### config.mk
export PLATFORM = sky130hd
export DESIGN_NAME = modbus_rtu_slave_frame_handler_unit
export DESIGN_NICKNAME = d
export VERILOG_FILES = /design/src/rtl/core/mbrtu_pkg.sv /design/src/rtl/core/modbus_rtu_slave_frame_handler_unit.sv /design/src/rtl/core/mbrtu_front.sv /design/src/rtl/core/mbrtu_cmd_fifo.sv /design/src/rtl/core/mbrtu_engine.sv
export SDC_FILE = /design/constraint.sdc
export NUM_CORES = 2
export LEC_CHECK = 0
export BUFFER_PORTS_ARGS = -buffer_cell sky130_fd_sc_hd__buf_4
export CORE_UTILIZATION = 55
export DETAILED_ROUTE_END_ITERATION = 10
export GPL_TIMING_DRIVEN = 0
export PLACE_DENSITY = 0.71
export SYNTH_ARGS = -nofsm -noshare
export SYNTH_HDL_FRONTEND = slang
export SYNTH_SLANG_ARGS = --single-unit
export TNS_END_PERCENT = 50
### constraint.sdc
create_clock -name clock -period 8.6 [get_ports clock]
set_input_delay 2.15 -clock clock [delete_from_list [all_inputs] [get_ports clock]]
set_output_delay 2.15 -clock clock [all_outputs]
set_load 0.02 [all_outputs]
### src/rtl/core/mbrtu_pkg.sv
// Package for the Modbus RTU slave frame handler: widths, codes, CRC step function
// and the command record passed from the frame front end to the reply engine.
// No dependencies.
package mbrtu_pkg;

   localparam int RegCountDefault    = 128;
   localparam int MaxReadRegsDefault = 16;
   localparam int CmdQueueDepth      = 2;

   localparam logic [7:0]  FnReadHolding = 8'd3;
   localparam logic [7:0]  FnReadInput   = 8'd4;
   localparam logic [7:0]  FnWriteSingle = 8'd6;
   localparam logic [15:0] CrcInit       = 16'hFFFF;
   localparam logic [15:0] CrcPoly       = 16'hA001;

   localparam logic [1:0] CsrDeviceAddress   = 2'd0;
   localparam logic [1:0] CsrFamilyCode      = 2'd1;
   localparam logic [1:0] CsrFirmwareVersion = 2'd2;

   typedef struct packed {
      logic [7:0]  fn;
      logic [15:0] addr;
      logic [15:0] val;
   } reply_cmd_type;

   typedef enum logic [2:0] {
      ST_IDLE, ST_HEAD, ST_FETCH, ST_DATA, ST_CRC_LO, ST_CRC_HI
   } eng_state_type;

   function automatic logic [15:0] crc_byte(input logic [15:0] crc, input logic [7:0] b);
      logic [15:0] c;
      c = crc ^ {8'h00, b};
      for (int i = 0; i < 8; i++) begin
         c = c[0] ? ((c >> 1) ^ CrcPoly) : (c >> 1);
      end
      return c;
   endfunction

endpackage

### src/rtl/core/modbus_rtu_slave_frame_handler_unit.sv
// Modbus RTU slave frame handler, top level: front end, command queue, reply engine.
// Depends on mbrtu_pkg, mbrtu_front, mbrtu_cmd_fifo, mbrtu_engine.
// Received bytes and frame-end markers are taken one per cycle while full is low;
// full rises only when the reply engine holds one accepted request and a second one
// waits behind it. Each register read in a reply needs a fetch step first, and replies
// are held back while pop is held low, paced by the single-port holding
// register memory and the one-entry output register.
module modbus_rtu_slave_frame_handler_unit import mbrtu_pkg::*; #(
   parameter int REG_COUNT     = RegCountDefault,
   parameter int MAX_READ_REGS = MaxReadRegsDefault
) (
   input  logic        clock,
   input  logic        reset,
   input  logic        req_push,
   output logic        full,
   input  logic        req_op,
   input  logic [7:0]  req_rx_byte,
   output logic        empty,
   input  logic        pop,
   output logic [7:0]  rsp_tx_byte,
   output logic        rsp_tx_last,
   output logic        rsp_write_done,
   output logic [6:0]  rsp_write_addr,
   output logic [15:0] rsp_write_data,
   input  logic        csr_we,
   input  logic [1:0]  csr_index,
   input  logic [15:0] csr_wdata
);
   logic [7:0]    dev_ff;
   logic [15:0]   fam_ff, ver_ff;
   logic          accept, cmd_valid, q_empty, q_pop;
   reply_cmd_type cmd_in, cmd_out;

   assign accept = req_push && !full;

   always_ff @(posedge clock) begin
      if (reset) begin
         dev_ff <= 8'd3;
         fam_ff <= 16'd5;
         ver_ff <= 16'd15;
      end else if (csr_we) begin
         case (csr_index)
            CsrDeviceAddress:   dev_ff <= csr_wdata[7:0];
            CsrFamilyCode:      fam_ff <= csr_wdata;
            CsrFirmwareVersion: ver_ff <= csr_wdata;
            default: ;
         endcase
      end
   end

   mbrtu_front #(.REG_COUNT(REG_COUNT), .MAX_READ_REGS(MAX_READ_REGS)) u_front (
      .clock, .reset, .in_valid(accept), .in_op(req_op), .in_byte(req_rx_byte),
      .dev_addr(dev_ff), .cmd_valid, .cmd(cmd_in)
   );

   mbrtu_cmd_fifo u_fifo (
      .clock, .reset, .push(cmd_valid), .push_data(cmd_in), .full,
      .pop(q_pop), .empty(q_empty), .pop_data(cmd_out)
   );

   mbrtu_engine #(.REG_COUNT(REG_COUNT)) u_engine (
      .clock, .reset, .cmd_empty(q_empty), .cmd(cmd_out), .cmd_pop(q_pop),
      .dev_addr(dev_ff), .family_code(fam_ff), .fw_version(ver_ff),
      .out_empty(empty), .out_pop(pop), .tx_byte(rsp_tx_byte), .tx_last(rsp_tx_last),
      .write_done(rsp_write_done), .write_addr(rsp_write_addr),
      .write_data(rsp_write_data)
   );
endmodule

### src/rtl/core/mbrtu_front.sv
// Frame front end: stores the first eight bytes, runs the receive CRC and checks
// the frame on frame end. Depends on mbrtu_pkg.
module mbrtu_front import mbrtu_pkg::*; #(
   parameter int REG_COUNT     = RegCountDefault,
   parameter int MAX_READ_REGS = MaxReadRegsDefault
) (
   input  logic          clock,
   input  logic          reset,
   input  logic          in_valid,
   input  logic          in_op,
   input  logic [7:0]    in_byte,
   input  logic [7:0]    dev_addr,
   output logic          cmd_valid,
   output reply_cmd_type cmd
);
   logic [7:0]  bytes_ff [8];
   logic [3:0]  count_ff, count_in;
   logic [15:0] crc_ff, crc_in;
   logic        ok;
   logic [15:0] addr, val;
   logic [16:0] span;

   assign addr = {bytes_ff[2], bytes_ff[3]};
   assign val  = {bytes_ff[4], bytes_ff[5]};
   assign span = {1'b0, addr} + {1'b0, val};

   always_comb begin
      ok = 1'b0;
      if (count_ff[3] && bytes_ff[0] == dev_addr && crc_ff == 16'h0000) begin
         if (bytes_ff[1] == FnReadHolding || bytes_ff[1] == FnReadInput) begin
            ok = val != 16'd0 && val <= 16'(MAX_READ_REGS) && span <= 17'(REG_COUNT);
         end else if (bytes_ff[1] == FnWriteSingle) begin
            ok = {1'b0, addr} < 17'(REG_COUNT);
         end
      end
   end

   assign cmd_valid = in_valid && in_op && ok;
   assign cmd = '{fn: bytes_ff[1], addr: addr, val: val};

   always_comb begin
      count_in = count_ff;
      crc_in   = crc_ff;
      if (in_valid) begin
         if (in_op) begin
            count_in = '0;
            crc_in   = CrcInit;
         end else if (!count_ff[3]) begin
            count_in = count_ff + 4'd1;
            crc_in   = crc_byte(crc_ff, in_byte);
         end
      end
   end

   always_ff @(posedge clock) begin
      if (reset) begin
         count_ff <= '0;
         crc_ff   <= CrcInit;
      end else begin
         count_ff <= count_in;
         crc_ff   <= crc_in;
      end
      if (in_valid && !in_op && !count_ff[3]) begin
         bytes_ff[count_ff[2:0]] <= in_byte;
      end
   end
endmodule

### src/rtl/core/mbrtu_cmd_fifo.sv
// Short command queue between front end and reply engine. Depends on mbrtu_pkg.
module mbrtu_cmd_fifo import mbrtu_pkg::*; (
   input  logic          clock,
   input  logic          reset,
   input  logic          push,
   input  reply_cmd_type push_data,
   output logic          full,
   input  logic          pop,
   output logic          empty,
   output reply_cmd_type pop_data
);
   reply_cmd_type slot_ff [CmdQueueDepth];
   logic      wp_ff, rp_ff;
   logic [1:0] cnt_ff;

   assign full     = cnt_ff == 2'(CmdQueueDepth);
   assign empty    = cnt_ff == 2'd0;
   assign pop_data = slot_ff[rp_ff];

   always_ff @(posedge clock) begin
      if (reset) begin
         wp_ff  <= 1'b0;
         rp_ff  <= 1'b0;
         cnt_ff <= '0;
      end else begin
         if (push) wp_ff <= ~wp_ff;
         if (pop) rp_ff <= ~rp_ff;
         cnt_ff <= cnt_ff + 2'(push) - 2'(pop);
      end
      if (push) slot_ff[wp_ff] <= push_data;
   end
endmodule

### src/rtl/core/mbrtu_engine.sv
// Reply engine: owns the holding register memory, performs writes and streams reply
// bytes with CRC into a one-entry output register. Depends on mbrtu_pkg.
module mbrtu_engine import mbrtu_pkg::*; #(
   parameter int REG_COUNT = RegCountDefault
) (
   input  logic          clock,
   input  logic          reset,
   input  logic          cmd_empty,
   input  reply_cmd_type cmd,
   output logic          cmd_pop,
   input  logic [7:0]    dev_addr,
   input  logic [15:0]   family_code,
   input  logic [15:0]   fw_version,
   output logic          out_empty,
   input  logic          out_pop,
   output logic [7:0]    tx_byte,
   output logic          tx_last,
   output logic          write_done,
   output logic [6:0]    write_addr,
   output logic [15:0]   write_data
);
   localparam int AW = $clog2(REG_COUNT);

   logic [15:0] mem [REG_COUNT];
   logic [15:0] rd_ff;
   logic [REG_COUNT-1:0] vld_ff;
   logic        rd_vld_ff;

   eng_state_type st_ff, st_in;
   logic [2:0]  idx_ff, idx_in;
   logic [15:0] ptr_ff, ptr_in;
   logic [4:0]  left_ff, left_in;
   logic [15:0] crc_ff, crc_in;
   logic        ov_ff;
   logic [7:0]  ob_ff;
   logic        ol_ff, ow_ff;
   logic [6:0]  oa_ff;
   logic [15:0] od_ff;

   logic        slot_free, emit, emit_last, emit_w, do_write, do_read;
   logic [7:0]  emit_byte;
   logic [15:0] word;

   assign slot_free = !ov_ff || out_pop;
   assign do_write  = st_ff == ST_IDLE && !cmd_empty && cmd.fn == FnWriteSingle;

   always_comb begin
      word = 16'h0000;
      if (cmd.fn == FnReadHolding) begin
         word = rd_vld_ff ? rd_ff : 16'h0000;
      end else if (ptr_ff == 16'd0) begin
         word = {8'h00, dev_addr};
      end else if (ptr_ff == 16'd1) begin
         word = family_code;
      end else if (ptr_ff == 16'd2) begin
         word = fw_version;
      end
   end

   // next state
   always_comb begin
      st_in   = st_ff;
      idx_in  = idx_ff;
      ptr_in  = ptr_ff;
      left_in = left_ff;
      crc_in  = crc_ff;
      case (st_ff)
         ST_IDLE: begin
            if (!cmd_empty) begin
               st_in  = ST_HEAD;
               idx_in = '0;
               ptr_in = cmd.addr;
               left_in = cmd.val[4:0];
               crc_in = CrcInit;
            end
         end
         ST_HEAD: begin
            if (slot_free) begin
               crc_in = crc_byte(crc_ff, emit_byte);
               idx_in = idx_ff + 3'd1;
               if (cmd.fn == FnWriteSingle) begin
                  if (idx_ff == 3'd5) st_in = ST_CRC_LO;
               end else if (idx_ff == 3'd2) begin
                  st_in  = ST_FETCH;
                  idx_in = '0;
               end
            end
         end
         ST_FETCH: st_in = ST_DATA;
         ST_DATA: begin
            if (slot_free) begin
               crc_in = crc_byte(crc_ff, emit_byte);
               idx_in = idx_ff + 3'd1;
               if (idx_ff[0]) begin
                  ptr_in  = ptr_ff + 16'd1;
                  left_in = left_ff - 5'd1;
                  idx_in  = '0;
                  st_in   = (left_ff == 5'd1) ? ST_CRC_LO : ST_FETCH;
               end
            end
         end
         ST_CRC_LO: if (slot_free) st_in = ST_CRC_HI;
         ST_CRC_HI: if (slot_free) st_in = ST_IDLE;
         default: st_in = ST_IDLE;
      endcase
   end

   // outputs
   always_comb begin
      emit = 1'b0;
      emit_byte = 8'h00;
      emit_last = 1'b0;
      emit_w = 1'b0;
      cmd_pop = 1'b0;
      do_read = 1'b0;
      case (st_ff)
         ST_HEAD: begin
            emit = slot_free;
            case (idx_ff)
               3'd0: emit_byte = dev_addr;
               3'd1: emit_byte = cmd.fn;
               3'd2: emit_byte = (cmd.fn == FnWriteSingle) ? cmd.addr[7:0]
                                                         : {cmd.val[6:0], 1'b0};
               3'd3: emit_byte = cmd.addr[7:0];
               3'd4: emit_byte = cmd.val[15:8];
               3'd5: emit_byte = cmd.val[7:0];
               default: emit_byte = 8'h00;
            endcase
            if (cmd.fn == FnWriteSingle && idx_ff == 3'd2) emit_byte = cmd.addr[15:8];
            emit_w = cmd.fn == FnWriteSingle && idx_ff == 3'd0;
         end
         ST_FETCH: do_read = 1'b1;
         ST_DATA: begin
            emit = slot_free;
            emit_byte = idx_ff[0] ? word[7:0] : word[15:8];
         end
         ST_CRC_LO: begin
            emit = slot_free;
            emit_byte = crc_ff[7:0];
         end
         ST_CRC_HI: begin
            emit = slot_free;
            emit_byte = crc_ff[15:8];
            emit_last = 1'b1;
            cmd_pop = slot_free;
         end
         default: ;
      endcase
   end

   always_ff @(posedge clock) begin
      if (reset) begin
         st_ff  <= ST_IDLE;
         ov_ff  <= 1'b0;
         vld_ff <= '0;
      end else begin
         st_ff <= st_in;
         if (emit) ov_ff <= 1'b1;
         else if (out_pop) ov_ff <= 1'b0;
         if (do_write) vld_ff[cmd.addr[AW-1:0]] <= 1'b1;
      end
      idx_ff  <= idx_in;
      ptr_ff  <= ptr_in;
      left_ff <= left_in;
      crc_ff  <= crc_in;
      if (emit) begin
         ob_ff <= emit_byte;
         ol_ff <= emit_last;
         ow_ff <= emit_w;
         oa_ff <= emit_w ? cmd.addr[6:0] : 7'd0;
         od_ff <= emit_w ? cmd.val : 16'd0;
      end
   end

   always_ff @(posedge clock) begin
      if (do_write) mem[cmd.addr[AW-1:0]] <= cmd.val;
      if (do_read) begin
         rd_ff     <= mem[ptr_ff[AW-1:0]];
         rd_vld_ff <= vld_ff[ptr_ff[AW-1:0]];
      end
   end

   assign out_empty  = !ov_ff;
   assign tx_byte    = ob_ff;
   assign tx_last    = ol_ff;
   assign write_done = ow_ff;
   assign write_addr = oa_ff;
   assign write_data = od_ff;
endmodule

==> impl_results.md <==
* Vias in the first global route at 49470
* Crit-path slowest cell: o31ai_1
* Share of power burned in combinational logic at 0.6%
* Number of fill cells at 11492
* Final WS setup at 2.17 ns
* Die Wd at 421 µm
* ANT nets after route at 0
* First-pass GRT wire length at 369000 µm
* 1st-iter DRT viols at 6889
* Syn_area_per_cell at 20.5 µm²
* Post-CTS Setup Bufs at 0
* Setup Viol. Count Final at 0
* Placed insts at 7235
* Clk_skew at 0.0403 ns
* Final Hold Violating Endpoints at 0
* Vias at 50334
* WP data required at 9.21 ns
* Yosys warnings at 0
* Period minus WS final at 6.43 ns
* RSZ-0062 raised after global routing: no
* WL final at 263000 µm
* CP peak stage delay at 0.90 ns
* Starting Density at 55.4%
* Crit path buf inv count at 6
* Total chip power at 23.1 mW
* Worst endpoint data arrival time at 7.04 ns
* Cell count after synthesis at 4691
* Worst-path clk slew at 0.07 ns
* Total gr overflow at 0
* Max Slew Vio Count at 46
* CTS Buf Count at 232
* Hold path depth at 2
* R2R Setup Slk at 2.17 ns
* Num ports at 67
* Reg2reg end: u_engine.crc_ff[0]
* Hold-fix buffers, CTS at 0
* Worst R2R Start: u_engine.ptr_ff[1]
* Die Height at 421 µm
* CTS resizes at 0
* Status: complete, but fails checks
* Cell Area, Synth at 96400 µm²
* Clk_lat worst skew at 0.88 ns
* Syn nets at 4755
* Crit path top cell by count: clkbuf_1
* Layout cell share with drive strength beyond 1 at 28.5%
* Final worst-path cycle share at 74.8%
* Hold Path End: fam_ff[12]
* Max_slew headroom at -8.55%
* EDFF count, synth at 2266
* Core ar. at 174000 µm²
* Count of buffers from port buffering at 64
* Die footprint at 177000 µm²
* FF/Latch Area at 72000 µm²
* Initial antenna violation count at 17
* CP top delay family: buffers and inverters
* Sw Share at 19.7%
* Seq pwr share at 55.8%
* Largest net degree at the start of global routing at 131
* WL/cell at 34.3 µm
* Hold_ws at 0.458 ns
* Nets at 5213
* CP startpoint kind: flop
* Clock tree sinks at 2463
* Crit path max fanout at 10
* Leakage power at 34.7 nW
* Root Buffer: clkbuf_16
* Fin util at 63.5%
* Worst vdd ir at 0.230 mV
* Int Power at 18.6 mW
* Avg Vias per Cell at 6.56
* Post-synth ARST share at 0%
* Slew @ Worst Pin at 1.63 ns
* Most frequent cells in the layout: edfxtp_1, mux4_2, nor2_1, clkbuf_1, clkbuf_16
* Multi-input gate area at 23800 µm²
* FF-to-FF path depth at 17
* DRC Markers at 0
* Commonest non-fill, non-tap cell in the layout: edfxtp_1
* Hold Startpoint: fam_ff[12]
* Post-synth top flop: edfxtp_1
* DP Worst Slack at 2.54 ns
* Seq/Total Area, Yosys at 74.7%
* H-tree levels at 4
* GRT Total Usage at 30.2%
* DPL Wire Length at 179000 µm
* Flops & latches, synth at 2463
* RePlAce Congestion at 0.964
* Crit-path cells: clkbuf_1, clkbuf_1, clkbuf_1, inv_1, ha_1, clkbuf_1, clkbuf_1, nand3b_1, a21oi_1, a21oi_1, nor3_1, a311oi_1, o31ai_1, xor2_1, xnor2_1, xnor3_1, nand2_1
* Area Growth Syn to Fin at 14.6%
* Violated checks: capacitance limit, slew limit
* Clock Power Share at 43.6%
* Clk buf depth at 3
* HP Class: reg2reg
* TritonRoute pass-1 iters at 8
* Netlist cell types at 74
* Switching pwr at 4.56 mW
* Crit Path Class: reg2reg
* Max-Cap Viols at 6
* TritonCTS clock tree: done
* PD cells at 209 nW/µm²
* FP Rows at 153
* F_max at 156 MHz
* Final Non-Filler Cells at 7674
* Critical Path End Type: flop
[state kept, by name (all words and copies together) (netlist names), 4 cells and up, named ones only]
name                 flops
u_engine.mem          2048
u_engine.vld_ff        128
u_fifo.slot_ff          80
u_front.bytes_ff        48
fam_ff                  16
u_engine.crc_ff         16
u_engine.ptr_ff         16
u_engine.rd_ff          16
u_engine.write_data     16
u_front.crc_ff          16
ver_ff                  16
dev_ff                   8
u_engine.tx_byte         8
u_engine.write_addr      7
u_engine.left_ff         5
u_front.count_ff         4
[worst reg2reg max path: stages, from the launching register on]
cell and delay [ns]:
edfxtp_1 0.41, clkbuf_1 0.32, clkbuf_1 0.83, clkbuf_1 0.63
inv_1 0.19, ha_1 0.36, clkbuf_1 0.29, clkbuf_1 0.29
nand3b_1 0.23, a21oi_1 0.25, a21oi_1 0.07, nor3_1 0.30
a311oi_1 0.11, o31ai_1 0.90, xor2_1 0.32, xnor2_1 0.43
xnor3_1 0.20, nand2_1 0.06
[layer usage]
layer  part of all wire (%)  global-route usage [%]  up-vias
met4                    5.0                    13.3        4
met5                  0.013                       0        -
met2                     47                    46.7     3024
met1                     36                    40.3    26575
met3                     11                    8.52      571
li1                       -                       -    20160
[worst max path at each step]
stage,end,slack [ns],depth (start not counted),startpoint
final,u_engine.crc_ff[0],2.17,17,u_engine.ptr_ff[1]
after global routing,u_engine.crc_ff[0],1.96,16,u_engine.ptr_ff[0]
after CTS,u_engine.crc_ff[0],2.49,16,u_engine.ptr_ff[0]
after detailed placement,u_engine.crc_ff[0],2.54,16,u_engine.ptr_ff[0]
after global placement,u_fifo.slot_ff[1][20],-0.65,12,u_front.bytes_ff[5][0]
after floorplan,u_fifo.slot_ff[1][0],2.04,12,u_front.bytes_ff[5][0]
[cell type report]
| cell class | count | area share [%] |
|---|---|---|
| antenna | 4 | 0.00907 |
| buffer | 241 | 0.868 |
| timing repair buffer | 224 | 2.89 |
| sequential | 2463 | 65.2 |
| clock inverter | 116 | 1.09 |
| tap | 2325 | 2.63 |
| inverter | 25 | 0.0963 |
| clock buffer | 314 | 5.66 |
| multi-input combinational | 1962 | 21.6 |
[kinds of logic (layout without fill, tap and decap cells)]
logic type               after synthesis  in the layout  share of synthesized area (%)
buffers and inverters                266            920                           1.08
multiplexers                         798            798                           17.7
adder cells (fa/ha/maj)               32             32                          0.423
XOR/XNOR                              73             73                          0.717
other                                  0              4                              0
flip-flops                          2463           2463                           74.7
AO/OA/AOI/OAI                        248            248                           1.73
AND/OR/NAND/NOR                      811            811                           3.66
[cells in the mapped netlist (4+ instances only)]
| library cell | count | area (µm²) |
|---|---|---|
| edfxtp_1 | 2266 | 68000 |
| mux4_2 | 718 | 16200 |
| nor2_1 | 449 | 1690 |
| dfxtp_1 | 197 | 3940 |
| nand2_1 | 182 | 683 |
| clkbuf_1 | 169 | 634 |
| a21oi_1 | 94 | 470 |
| buf_1 | 60 | 225 |
| mux2_2 | 46 | 518 |
| xnor2_1 | 44 | 385 |
| ha_1 | 31 | 388 |
| mux2i_1 | 30 | 300 |
| o21ai_0 | 29 | 145 |
| nor2b_1 | 27 | 169 |
| nand3_1 | 25 | 125 |
| inv_1 | 24 | 90.1 |
| xor2_1 | 24 | 210 |
| o21ba_2 | 22 | 220 |
| nor4_1 | 20 | 125 |
| nor3_1 | 19 | 95.1 |
| nand2b_1 | 16 | 100 |
| nand3b_1 | 14 | 105 |
| a221oi_1 | 12 | 105 |
| a21o_1 | 11 | 82.6 |
| nand4_1 | 10 | 62.6 |
| o211ai_1 | 10 | 75.1 |
| a31oi_1 | 9 | 56.3 |
| and3_1 | 9 | 56.3 |
| buf_2 | 8 | 40.0 |
| nor3b_1 | 8 | 60.1 |
| a22oi_1 | 7 | 52.6 |
| o22ai_1 | 7 | 43.8 |
| or2_2 | 7 | 43.8 |
| and2_1 | 5 | 31.3 |
| and3b_1 | 5 | 43.8 |
| a2111oi_0 | 4 | 35.0 |
| a21boi_0 | 4 | 30.0 |
| buf_6 | 4 | 45.0 |
| o2111ai_1 | 4 | 35.0 |
[metrics by stage]
stage	cell area (µm²)	setup TNS (ns)
after floorplan	96400	0
after global placement	99800	-38.05
after detailed placement	103000	0
after CTS	110000	0
after global routing	110000	0
final	110000	0
[power groups by stage]
| stage | registers [mW] | logic [mW] | clock network [mW] |
|---|---|---|---|
| after floorplan | 13.2 | 0.0850 | 0 |
| after global placement | 13.2 | 0.134 | 0 |
| after detailed placement | 13.2 | 0.136 | 0 |
| after CTS | 12.9 | 0.137 | 10.2 |
| after global routing | 12.9 | 0.148 | 10.6 |
| final | 12.9 | 0.139 | 10.1 |
(Power assumes the default switching activity.)
